$ cat config.mk
export PLATFORM = sky130hd
export DESIGN_NAME = glyph_range_lookup_lru_cache
export DESIGN_NICKNAME = d
export VERILOG_FILES = /design/src/rtl/core/grl_pkg.sv /design/src/rtl/core/grl_ctrl.sv /design/src/rtl/core/grl_datapath.sv /design/src/rtl/core/glyph_range_lookup_lru_cache.sv
export SDC_FILE = /design/constraint.sdc
export NUM_CORES = 2
export LEC_CHECK = 0
export BUFFER_PORTS_ARGS = -buffer_cell sky130_fd_sc_hd__buf_2
export CAP_MARGIN = 20
export CORE_ASPECT_RATIO = 1.1
export CORE_MARGIN = 1
export CORE_UTILIZATION = 40
export CTS_BUF_LIST = sky130_fd_sc_hd__clkbuf_4 sky130_fd_sc_hd__clkbuf_8
export DETAILED_ROUTE_END_ITERATION = 6
export GPL_TIMING_DRIVEN = 1
export PLACE_DENSITY = 0.63
export SYNTH_ARGS = -nofsm -noshare
export SYNTH_HDL_FRONTEND = slang
export SYNTH_SLANG_ARGS = --single-unit
$ cat constraint.sdc
create_clock -name aclk -period 31.1 [get_ports aclk]
set_input_delay 9.33 -clock aclk [delete_from_list [all_inputs] [get_ports aclk]]
set_output_delay 9.33 -clock aclk [all_outputs]
set_load 0.005 [all_outputs]
$ cat src/rtl/core/grl_pkg.sv
// ----------------------------------------------------------------------------
// grl_pkg
// Shared types and constants of the glyph range lookup with LRU glyph cache.
// ----------------------------------------------------------------------------
`default_nettype none

package grl_pkg;

    localparam int RANGES      = 16;
    localparam int CACHE_SLOTS = 8;
    localparam int RANGE_W     = $clog2(RANGES);
    localparam int COUNT_W     = RANGE_W + 1;
    localparam int SLOT_W      = $clog2(CACHE_SLOTS);
    localparam int CP_W        = 21;
    localparam int ADDR_W      = 32;
    localparam int GB_W        = 6;
    localparam int AGE_W       = 32;
    localparam int PROD_W      = CP_W + GB_W;

    localparam int S_DATA_W = 112;
    localparam int M_DATA_W = 48;
    localparam int CFG_W    = 5;

    // configuration register indexes
    localparam logic REG_RANGE_COUNT = 1'b0;
    localparam logic REG_FONT_VALID  = 1'b1;

    // request kinds
    localparam logic CMD_LOOKUP = 1'b0;
    localparam logic CMD_LOAD   = 1'b1;

    typedef enum logic [1:0] {
        ST_IDLE,
        ST_MATCH,
        ST_CALC,
        ST_COMMIT
    } state_t;

    typedef struct packed {
        logic capture;
        logic match;
        logic calc;
        logic commit;
    } cmd_t;

    typedef struct packed {
        logic is_load;
        logic out_busy;
    } status_t;

endpackage

`default_nettype wire

$ cat src/rtl/core/grl_ctrl.sv
// ----------------------------------------------------------------------------
// grl_ctrl
// Sequencer: capture a request, match ranges, compute (lookups only), commit the result.
// ----------------------------------------------------------------------------
`default_nettype none

module grl_ctrl
    import grl_pkg::*;
(
    input  wire logic    aclk,
    input  wire logic    aresetn,
    input  wire logic    s_tvalid,
    output logic         s_tready,
    input  wire status_t status,
    output cmd_t         cmd
);

    state_t state_reg, state_next;

    always_ff @(posedge aclk) begin
        if (!aresetn) begin
            state_reg <= ST_IDLE;
        end else begin
            state_reg <= state_next;
        end
    end

    always_comb begin
        state_next = state_reg;
        cmd        = '0;
        s_tready   = 1'b0;
        unique case (state_reg)
            ST_IDLE: begin
                s_tready = 1'b1;
                if (s_tvalid) begin
                    cmd.capture = 1'b1;
                    state_next  = ST_MATCH;
                end
            end
            ST_MATCH: begin
                cmd.match  = 1'b1;
                state_next = status.is_load ? ST_COMMIT : ST_CALC;
            end
            ST_CALC: begin
                cmd.calc   = 1'b1;
                state_next = ST_COMMIT;
            end
            ST_COMMIT: begin
                // hold until the output register is free
                if (!status.out_busy) begin
                    cmd.commit = 1'b1;
                    state_next = ST_IDLE;
                end
            end
            default: state_next = ST_IDLE;
        endcase
    end

endmodule

`default_nettype wire

$ cat src/rtl/core/grl_datapath.sv
// ----------------------------------------------------------------------------
// grl_datapath
// Range table, glyph cache slots, address arithmetic and output register.
// ----------------------------------------------------------------------------
`default_nettype none

module grl_datapath
    import grl_pkg::*;
(
    input  wire logic                aclk,
    input  wire logic                aresetn,
    input  wire cmd_t                cmd,
    output status_t                  status,
    input  wire logic                s_tuser,
    input  wire logic [S_DATA_W-1:0] s_tdata,
    input  wire logic                cfg_we,
    input  wire logic                cfg_index,
    input  wire logic [CFG_W-1:0]    cfg_data,
    output logic                     m_tvalid,
    input  wire logic                m_tready,
    output logic [M_DATA_W-1:0]      m_tdata
);

    // configuration
    logic [COUNT_W-1:0] range_count_reg;
    logic               font_valid_reg;

    always_ff @(posedge aclk) begin
        if (!aresetn) begin
            range_count_reg <= '0;
            font_valid_reg  <= 1'b0;
        end else if (cfg_we) begin
            unique case (cfg_index)
                REG_RANGE_COUNT: range_count_reg <= cfg_data[COUNT_W-1:0];
                REG_FONT_VALID:  font_valid_reg  <= cfg_data[0];
                default: ;
            endcase
        end
    end

    // captured request
    logic               kind_reg;
    logic [RANGE_W-1:0] idx_reg;
    logic [CP_W-1:0]    first_reg, last_reg, cp_reg;
    logic [ADDR_W-1:0]  off_reg;
    logic [GB_W-1:0]    gb_reg;

    always_ff @(posedge aclk) begin
        if (cmd.capture) begin
            kind_reg  <= s_tuser;
            idx_reg   <= s_tdata[3:0];
            first_reg <= s_tdata[24:4];
            last_reg  <= s_tdata[45:25];
            off_reg   <= s_tdata[77:46];
            gb_reg    <= s_tdata[83:78];
            cp_reg    <= s_tdata[104:84];
        end
    end

    // range table, no reset
    logic [CP_W-1:0]   tbl_first [RANGES];
    logic [CP_W-1:0]   tbl_last  [RANGES];
    logic [ADDR_W-1:0] tbl_off   [RANGES];
    logic [GB_W-1:0]   tbl_bytes [RANGES];

    always_ff @(posedge aclk) begin
        if (cmd.commit && kind_reg == CMD_LOAD) begin
            tbl_first[idx_reg] <= first_reg;
            tbl_last[idx_reg]  <= last_reg;
            tbl_off[idx_reg]   <= off_reg;
            tbl_bytes[idx_reg] <= gb_reg;
        end
    end

    // cache slots
    logic [CP_W-1:0]  slot_cp_reg   [CACHE_SLOTS];
    logic             slot_full_reg [CACHE_SLOTS];
    logic [AGE_W-1:0] slot_age_reg  [CACHE_SLOTS];
    logic [AGE_W-1:0] age_reg;

    // match stage: first range in use that covers the codepoint
    logic [COUNT_W-1:0] used;
    logic               m_found;
    logic [RANGE_W-1:0] m_sel;
    logic [SLOT_W-1:0]  v_slot;
    logic [AGE_W-1:0]   v_old;
    logic               v_done;

    assign used = (range_count_reg > COUNT_W'(RANGES)) ? COUNT_W'(RANGES) : range_count_reg;

    always_comb begin
        m_found = 1'b0;
        m_sel   = '0;
        for (int i = RANGES - 1; i >= 0; i--) begin
            if (COUNT_W'(i) < used && cp_reg >= tbl_first[i] && cp_reg <= tbl_last[i]) begin
                m_found = 1'b1;
                m_sel   = RANGE_W'(i);
            end
        end
    end

    // victim: first empty slot, else oldest with lowest index
    always_comb begin
        v_slot = '0;
        v_old  = '1;
        v_done = 1'b0;
        for (int i = 0; i < CACHE_SLOTS; i++) begin
            if (!v_done) begin
                if (!slot_full_reg[i]) begin
                    v_slot = SLOT_W'(i);
                    v_done = 1'b1;
                end else if (slot_age_reg[i] < v_old) begin
                    v_old  = slot_age_reg[i];
                    v_slot = SLOT_W'(i);
                end
            end
        end
    end

    logic               found_reg;
    logic [RANGE_W-1:0] sel_reg;
    logic [SLOT_W-1:0]  victim_reg;

    always_ff @(posedge aclk) begin
        if (cmd.match) begin
            found_reg  <= m_found && font_valid_reg && kind_reg == CMD_LOOKUP;
            sel_reg    <= m_sel;
            victim_reg <= v_slot;
        end
    end

    // calc stage: product, hit search
    logic              h_hit;
    logic [SLOT_W-1:0] h_slot;

    always_comb begin
        h_hit  = 1'b0;
        h_slot = '0;
        for (int i = CACHE_SLOTS - 1; i >= 0; i--) begin
            if (slot_full_reg[i] && slot_cp_reg[i] == cp_reg) begin
                h_hit  = 1'b1;
                h_slot = SLOT_W'(i);
            end
        end
    end

    logic [PROD_W-1:0] prod_reg;
    logic [ADDR_W-1:0] roff_reg;
    logic [GB_W-1:0]   rbytes_reg;
    logic              hit_reg;
    logic [SLOT_W-1:0] hslot_reg;
    logic [CP_W-1:0]   diff;

    assign diff = cp_reg - tbl_first[sel_reg];

    always_ff @(posedge aclk) begin
        if (cmd.calc) begin
            prod_reg   <= PROD_W'(diff) * PROD_W'(tbl_bytes[sel_reg]);
            roff_reg   <= tbl_off[sel_reg];
            rbytes_reg <= tbl_bytes[sel_reg];
            hit_reg    <= h_hit;
            hslot_reg  <= h_slot;
        end
    end

    // commit stage
    logic              do_upd;
    logic [SLOT_W-1:0] wslot;
    logic [AGE_W-1:0]  age_inc;
    logic [ADDR_W-1:0] addr;

    assign do_upd  = cmd.commit && found_reg && kind_reg == CMD_LOOKUP;
    assign wslot   = hit_reg ? hslot_reg : victim_reg;
    assign age_inc = age_reg + AGE_W'(1);
    assign addr    = roff_reg + ADDR_W'(prod_reg);

    always_ff @(posedge aclk) begin
        if (!aresetn) begin
            age_reg <= '0;
            for (int i = 0; i < CACHE_SLOTS; i++) begin
                slot_cp_reg[i]   <= '0;
                slot_full_reg[i] <= 1'b0;
                slot_age_reg[i]  <= '0;
            end
        end else if (do_upd) begin
            age_reg             <= age_inc;
            slot_age_reg[wslot] <= age_inc;
            if (!hit_reg) begin
                slot_cp_reg[wslot]   <= cp_reg;
                slot_full_reg[wslot] <= rbytes_reg != '0;
            end
        end
    end

    // output register
    logic                valid_reg;
    logic [M_DATA_W-1:0] data_reg;

    always_ff @(posedge aclk) begin
        if (!aresetn) begin
            valid_reg <= 1'b0;
        end else if (cmd.commit) begin
            valid_reg <= 1'b1;
        end else if (m_tready) begin
            valid_reg <= 1'b0;
        end
    end

    always_ff @(posedge aclk) begin
        if (cmd.commit) begin
            if (do_upd) begin
                data_reg <= {5'd0, rbytes_reg, addr, wslot, hit_reg, 1'b1};
            end else begin
                data_reg <= '0;
            end
        end
    end

    assign m_tvalid        = valid_reg;
    assign m_tdata         = data_reg;
    assign status.is_load  = kind_reg == CMD_LOAD;
    assign status.out_busy = valid_reg && !m_tready;

endmodule

`default_nettype wire

$ cat src/rtl/core/glyph_range_lookup_lru_cache.sv
// Sequence: after a lookup request is accepted it passes the match, calc and commit
// states before m_tvalid rises; a load request skips the calc state.
// Requests: one request at a time; a new request is accepted only after the
// current one has passed the match, multiply and commit steps through the
// shared datapath. A stalled result holds the commit of the next request.
// Reset (aresetn low, synchronous) clears config, cache slots and age counter;
// the range table is not cleared and must be loaded before use.
// ----------------------------------------------------------------------------
// glyph_range_lookup_lru_cache
// Range table lookup of a codepoint followed by an LRU glyph cache search.
// ----------------------------------------------------------------------------
`default_nettype none

module glyph_range_lookup_lru_cache
    import grl_pkg::*;
(
    input  wire logic                aclk,
    input  wire logic                aresetn,
    // request channel
    input  wire logic                s_tvalid,
    output logic                     s_tready,
    // tuser: command (0 lookup, 1 load)
    input  wire logic                s_tuser,
    // tdata: range_index[3:0], range_first[24:4], range_last[45:25],
    //        range_offset[77:46], range_glyph_bytes[83:78], codepoint[104:84]
    input  wire logic [S_DATA_W-1:0] s_tdata,
    // configuration: index 0 range_count, index 1 font_valid
    input  wire logic                cfg_we,
    input  wire logic                cfg_index,
    input  wire logic [CFG_W-1:0]    cfg_data,
    // result channel
    output logic                     m_tvalid,
    input  wire logic                m_tready,
    // tdata: found[0], cache_hit[1], slot[4:2], fetch_address[36:5],
    //        glyph_bytes[42:37]
    output logic [M_DATA_W-1:0]      m_tdata
);

    cmd_t    cmd;
    status_t status;

    // sequencer: one request in flight
    grl_ctrl u_ctrl (
        .aclk     (aclk),
        .aresetn  (aresetn),
        .s_tvalid (s_tvalid),
        .s_tready (s_tready),
        .status   (status),
        .cmd      (cmd)
    );

    // table, slots, address math and result register
    grl_datapath u_dp (
        .aclk      (aclk),
        .aresetn   (aresetn),
        .cmd       (cmd),
        .status    (status),
        .s_tuser   (s_tuser),
        .s_tdata   (s_tdata),
        .cfg_we    (cfg_we),
        .cfg_index (cfg_index),
        .cfg_data  (cfg_data),
        .m_tvalid  (m_tvalid),
        .m_tready  (m_tready),
        .m_tdata   (m_tdata)
    );

endmodule

`default_nettype wire

### After elaboration in Yosys (flattened, before gate mapping)

Memories as Yosys holds them, arrays and structs flattened. A register that Yosys moved wholly into a read port is not among the register bits.
Cells that the tools add are included.

| word-level totals | value |
|---|---|
| output and inout bits | 50 |
| memory bits (writable) | 1712 |
| logic and storage cells | 299 |
| memories kept | 7 |
| bits in registers | 240 |
| bits of input ports | 124 |

| operators by class | value |
|---|---|
| mux-type cells | 128 |
| equal/unequal tests | 13 |
| magnitude comparators | 57 |
| bitwise logic cells | 2 |
| multiply operators | 1 |
| $add $sub $neg | 3 |
| reduce and logical (&&, ||, !) cells | 62 |

Memory list:

| memory | words | width | rd ports | clocked after memory_dff | write ports | RTL line | text |
|---|---|---|---|---|---|---|---|
| u_dp.tbl_off | 16 | 32 | 1 | 1 | 1 | grl_datapath.sv:63 | `logic [ADDR_W-1:0] tbl_off [RANGES];` |
| u_dp.tbl_first | 16 | 21 | 17 | 0 | 1 | grl_datapath.sv:61 | `logic [CP_W-1:0] tbl_first [RANGES];` |
| u_dp.tbl_last | 16 | 21 | 16 | 0 | 1 | grl_datapath.sv:62 | `logic [CP_W-1:0] tbl_last [RANGES];` |
| u_dp.slot_age_reg | 8 | 32 | 8 | 0 | 8 | grl_datapath.sv:78 | `logic [AGE_W-1:0] slot_age_reg [CACHE_SLOTS];` |
| u_dp.slot_cp_reg | 8 | 21 | 8 | 0 | 8 | grl_datapath.sv:76 | `logic [CP_W-1:0] slot_cp_reg [CACHE_SLOTS];` |
| u_dp.tbl_bytes | 16 | 6 | 1 | 0 | 1 | grl_datapath.sv:64 | `logic [GB_W-1:0] tbl_bytes [RANGES];` |
| 1 more memories | - | - | - | - | - | - |  |

Operators with widths:

| cell | number |
|---|---|
| 32-bit 2-to-1 mux | 21 |
| 21-bit greater-or-equal comparator | 16 |
| 21-bit <= comparator | 16 |
| 32-bit < comparator | 7 |
| 21-bit equality test | 8 |
| 3-bit 2-to-1 mux | 32 |
| 1-bit 2-to-1 mux | 58 |
| 1-bit logical AND | 46 |
| 4-bit by 5-bit < comparator with 1-bit output (first input constant) | 8 |
| 32-bit by 1-bit adder with 32-bit output (second input constant) | 1 |
| 32-bit by 27-bit adder with 32-bit output | 1 |
| 32-bit < comparator (second input constant) | 1 |
| 4-bit 2-to-1 mux | 8 |
| 32-bit OR reduction | 1 |
| 21-bit by 6-bit multiplier with 27-bit output | 1 |
| 21-bit 2-to-1 mux | 1 |
| 21-bit OR reduction | 1 |
| 21-bit subtractor | 1 |
| 3-bit by 5-bit < comparator with 1-bit output (first input constant) | 4 |
| 2-bit 2-to-1 mux | 6 |
| 1-bit by 5-bit < comparator with 1-bit output (first input constant) | 2 |
| 2-bit by 5-bit < comparator with 1-bit output (first input constant) | 2 |
| 2-bit case mux with 4 select lines | 1 |
| 4-bit OR reduction | 2 |
| other kinds (15) | 21 |

### Depth between registers and ports, before layout

An unclocked memory read counts as a cell.

| depth | value |
|---|---|
| depth after elaboration | 32 |
| depth in mapped cells | 114 |
| depth with buffers taken out | 103 |

### Hierarchy

Synthesis repeated with hierarchy kept, for this count alone.

| second synthesis, totals | value |
|---|---|
| cells, all modules | 7658 |
| area total of the unflattened synthesis | 103113.9 µm² |

Modules (own cells, without submodules):

| module | area an instance (µm²) | cells each | sequential area each (µm²) | times used |
|---|---|---|---|---|
| grl_datapath | 102930.0 | 7639 | 58896.5 | 1 |
| grl_ctrl | 183.9 | 19 | 40.0 | 1 |

### Worst setup path before layout

No wires, ideal clock.

| timing | value |
|---|---|
| kind | register to register |
| from | mem u_dp.slot_age_reg[0][1] |
| to | reg u_dp.victim_reg[2], data pin |
| setup time | 0.262 ns |
| arrival | 18.508 ns |
| path slack | 12.330 ns |
| required time | 30.838 ns |
| path buffers | 12 |
| stages on the path, launching flop included | 112 |
| cells stage by stage | edfxtp_1 -> nand4_1 -> or4_1 -> o21ai_0 -> clkbuf_1 -> clkbuf_1 -> nor2_1 -> ha_1 -> and4_1 -> a221o_1 -> a211oi_2 -> o21ai_0 -> or2_2 -> clkbuf_1 -> clkbuf_1 -> a21oi_1 -> nor2_1 -> ha_1 -> [76 not listed] -> buf_2 -> nand2_1 -> o21ai_0 -> ha_1 -> a21oi_1 -> nor2b_1 -> o21ai_0 -> nand2b_1 -> a21oi_1 -> nor2b_1 -> o21ai_0 -> nand2b_1 -> a21oi_1 -> o311a_1 -> o41ai_1 -> nand2_1 -> a2111oi_4 -> o21bai_1 |

RTL lines:

| item | RTL line | text |
|---|---|---|
| start, declared | grl_datapath.sv:78 |  |
| end signal, assigned | grl_datapath.sv:128 | `victim_reg <= v_slot;` |
| end, declared | grl_datapath.sv:122 | `logic [SLOT_W-1:0] victim_reg;` |

==> results.md <==
- Outcome: finished, final reports clean
- Number of synthesized flops with an enable pin: 1,930
- Resize count post-CTS: 0
- Detailed Routing Iterations Pass 1: 6
- Yosys top cell by area: edfxtp_1
- Final ANT Viol Nets: 0
- Grt ovf: 0
- Global-route wire length before repair: 409,000 um
- Die Ht: 534 um
- Post-Route WL: 274,000 um
- Post-synthesis cell type count: 92
- Post-CTS setup buffer count: 0
- Via count: 63,277
- Max-Cap Viols: 0
- Maximum level of the CTS H-tree: 5
- Residual DRC: 0
- Root Driver: clkbuf_8
- Regs by FF count: u_dp.tbl_off (512), u_dp.tbl_first (336), u_dp.tbl_last (336)
- Register area share after synthesis: 57.4%
- Slew headroom: 21.9%
- Flops & latches, synth: 1,979
- Multi-input logic area: 39,700 sq um
- Vias per inst: 5.44
- Comb pwr share: 46.6%
- GP Congestion: 0.887
- Final #Nets: 9,207
- Synth top area cells: edfxtp_1 56%, ha_1 12%, mux4_2 6.5%
- Synth Cell Area: 103,000 sq um
- Buffers & Inverters on Critical Path: 10
- Crit path kind: flop to flop
- Top cell type's share of synthesized area: 56.4%
- Reg with most FFs: u_dp.tbl_off
- VDD IR max: 324 uV
- Setup tns final: 0 ns
- Power Total: 11.1 mW
- Maximum clock insertion buffer count: 4
- Max-slew violations: 0
- Initial Utilization: 40.3%
- Leak: 45.8 nW
- Count leader, synth: edfxtp_1
- Worst Hold Depth: 2
- Pwr dens: 96.5 nW/um^2
- CP Launch Type: flop
- Largest fanout on the critical path: 57
- Share of cells above drive strength 1: 14.5%
- Area grow syn2layout: 11.6%
- Critical Path Stages: 100
- CTS sink cnt: 1,979
- Pint: 6.89 mW
- GRT Util Overall: 21.1%
- FF-to-FF path depth: 100
- Row count: 194
- Achievable frequency: 41.5 MHz
- Synth Flop Type: edfxtp_1
- Die width: 485 um
- Synth Instances: 7,633
- Worst-Margin Slew: 1.17 ns
- Critical path's top delay family: simple AND/OR/NAND/NOR gates
- Initial antenna violation count: 12
- Async set-reset flop share out of synthesis: 0%
- Clk pwr share: 21.2%
- Final Hold Viols: 0
- Initial DRC Count: 5,146
- CTS tree: done
- Unrepaired setup endpoints after global routing: false
- P_sw: 4.18 mW
- Minimum clock period: 24.09 ns
- Hold crit path type: flop to flop
- Average wire per standard cell: 23.6 um
- Synth top cells by count: 1,930 x edfxtp_1, 966 x ha_1, 891 x inv_1
- Clock latency on the worst-skew pair: 1.00 ns
- CTS clock-pin slew for the worst setup and hold paths: 0.06 ns
- Largest net degree at the start of global routing: 118
- Crit path DAT: 24.73 ns
- Tcrit/Tclk final: 77.5%
- Fillers: 22,453
- Hold Buf Count CTS: 0
- CP max-delay cell: nand4_1
- Sw Share: 37.8%
- IO buf count: 161
- Max reg flops: 512
- Core box area: 255,000 sq um
- DIE AREA: 259,000 sq um
- Seq pwr share: 32.1%
- Clock skew: 0.0935 ns
- Register Area: 58,900 sq um
- Synth Warn #: 0
- Worst EP required: 31.74 ns
- Max stage delay on crit path: 0.86 ns
- IO Pins: 174
- Num CTS Buffers: 336
- Syn_area_per_cell: 13.5 sq um
- Setup Viol. Count Final: 0
- Vias in the first global route: 65,517
- Hpwl dp: 183,000 um
- Worst Setup End Kind: flop
==> layout by cell type, fill, tap and decap left out, types with 98 or more instances in the layout <==
master / Yosys / final
a21o_1: 216 / 216
a21oi_1: 303 / 303
and2_1: 231 / 230
buf_2: 9 / 161
buf_4: 5 / 126
clkbuf_4: 0 / 101
clkbuf_8: 0 / 350
edfxtp_1: 1930 / 1930
ha_1: 966 / 965
inv_1: 891 / 891
mux4_2: 295 / 295
nand2_1: 287 / 287
nand4_1: 188 / 188
nor2_1: 545 / 533
nor2b_1: 99 / 98
o21a_1: 161 / 161
o21ai_0: 226 / 217
xnor2_1: 222 / 222
==> layout make-up <==
cell class | instances | share of cell area (%)
clock buffer | 451 | 4.86
timing repair buffer | 291 | 1.58
tap | 3332 | 3.64
multi-input combinational | 4536 | 34.7
inverter | 894 | 2.93
clock inverter | 146 | 0.911
sequential | 1979 | 51.4
antenna | 9 | 0.0196
==> worst paths after layout <==
path,slack [ns],from,endpoint
hold reg to reg,0.47,u_dp.font_valid_reg,u_dp.font_valid_reg
setup reg to reg,7.01,u_dp.slot_age_reg[0][1],u_dp.victim_reg[1]
setup / recovery,7.01,u_dp.slot_age_reg[0][1],u_dp.victim_reg[1]
hold / removal,0.47,u_dp.font_valid_reg,u_dp.font_valid_reg
==> worst register-to-register path, delay by kind of cell, from the launching register on <==
kind	cells	cell delay, ns
mux	3	1.18
compound gates	39	7.94
fa+ha+maj	7	2.13
flops	1	0.45
simple gates	41	9.06
buf+inv	10	3.00
==> logic make-up (layout without fill, tap and decap cells) <==
logic type	Yosys count	after routing	synth area share (%)
other	1	14	0.00365
AO/OA/AOI/OAI	1138	1138	7.24
adder cells (fa/ha/maj)	1047	1047	13.3
flip-flops	1979	1979	57.4
multiplexers	360	360	7.12
AND/OR/NAND/NOR	1710	1710	8.46
buffers and inverters	1122	1782	4.13
XOR/XNOR	276	276	2.35
==> power by group through the flow <==
stage | sequential (mW) | clock (mW) | combinational [mW]
2_1_floorplan | 3.56 | 0 | 3.86
3_3_place_gp | 3.60 | 0 | 5.13
3_5_place_dp | 3.61 | 0 | 5.20
4_1_cts | 3.56 | 2.40 | 5.24
5_1_grt | 3.57 | 2.51 | 5.84
6_report | 3.56 | 2.35 | 5.16
==> stage by stage <==
stage	instances	setup WS (ns)	util, %	hold slack [ns]	instance area [sq um]
after floorplan	7637	12.33	-	0.444	103000
after global placement	11023	7.06	42.4	0.461	108000
after detailed placement	11023	6.95	42.4	0.463	108000
after CTS	11620	6.81	45.0	0.470	115000
after global routing	11635	5.10	45.0	0.498	115000
final	11638	7.01	45.0	0.465	115000
==> layer usage <==
metal	wire length (um)	track usage, %	vias to the layer above
met5	26	0	-
met1	112000	26.3	31785
met2	136000	36.6	1921
li1	-	-	29035
met3	14700	2.86	532
met4	11400	8.82	4
No activity file was read; power rests on OpenSTA's default activity.
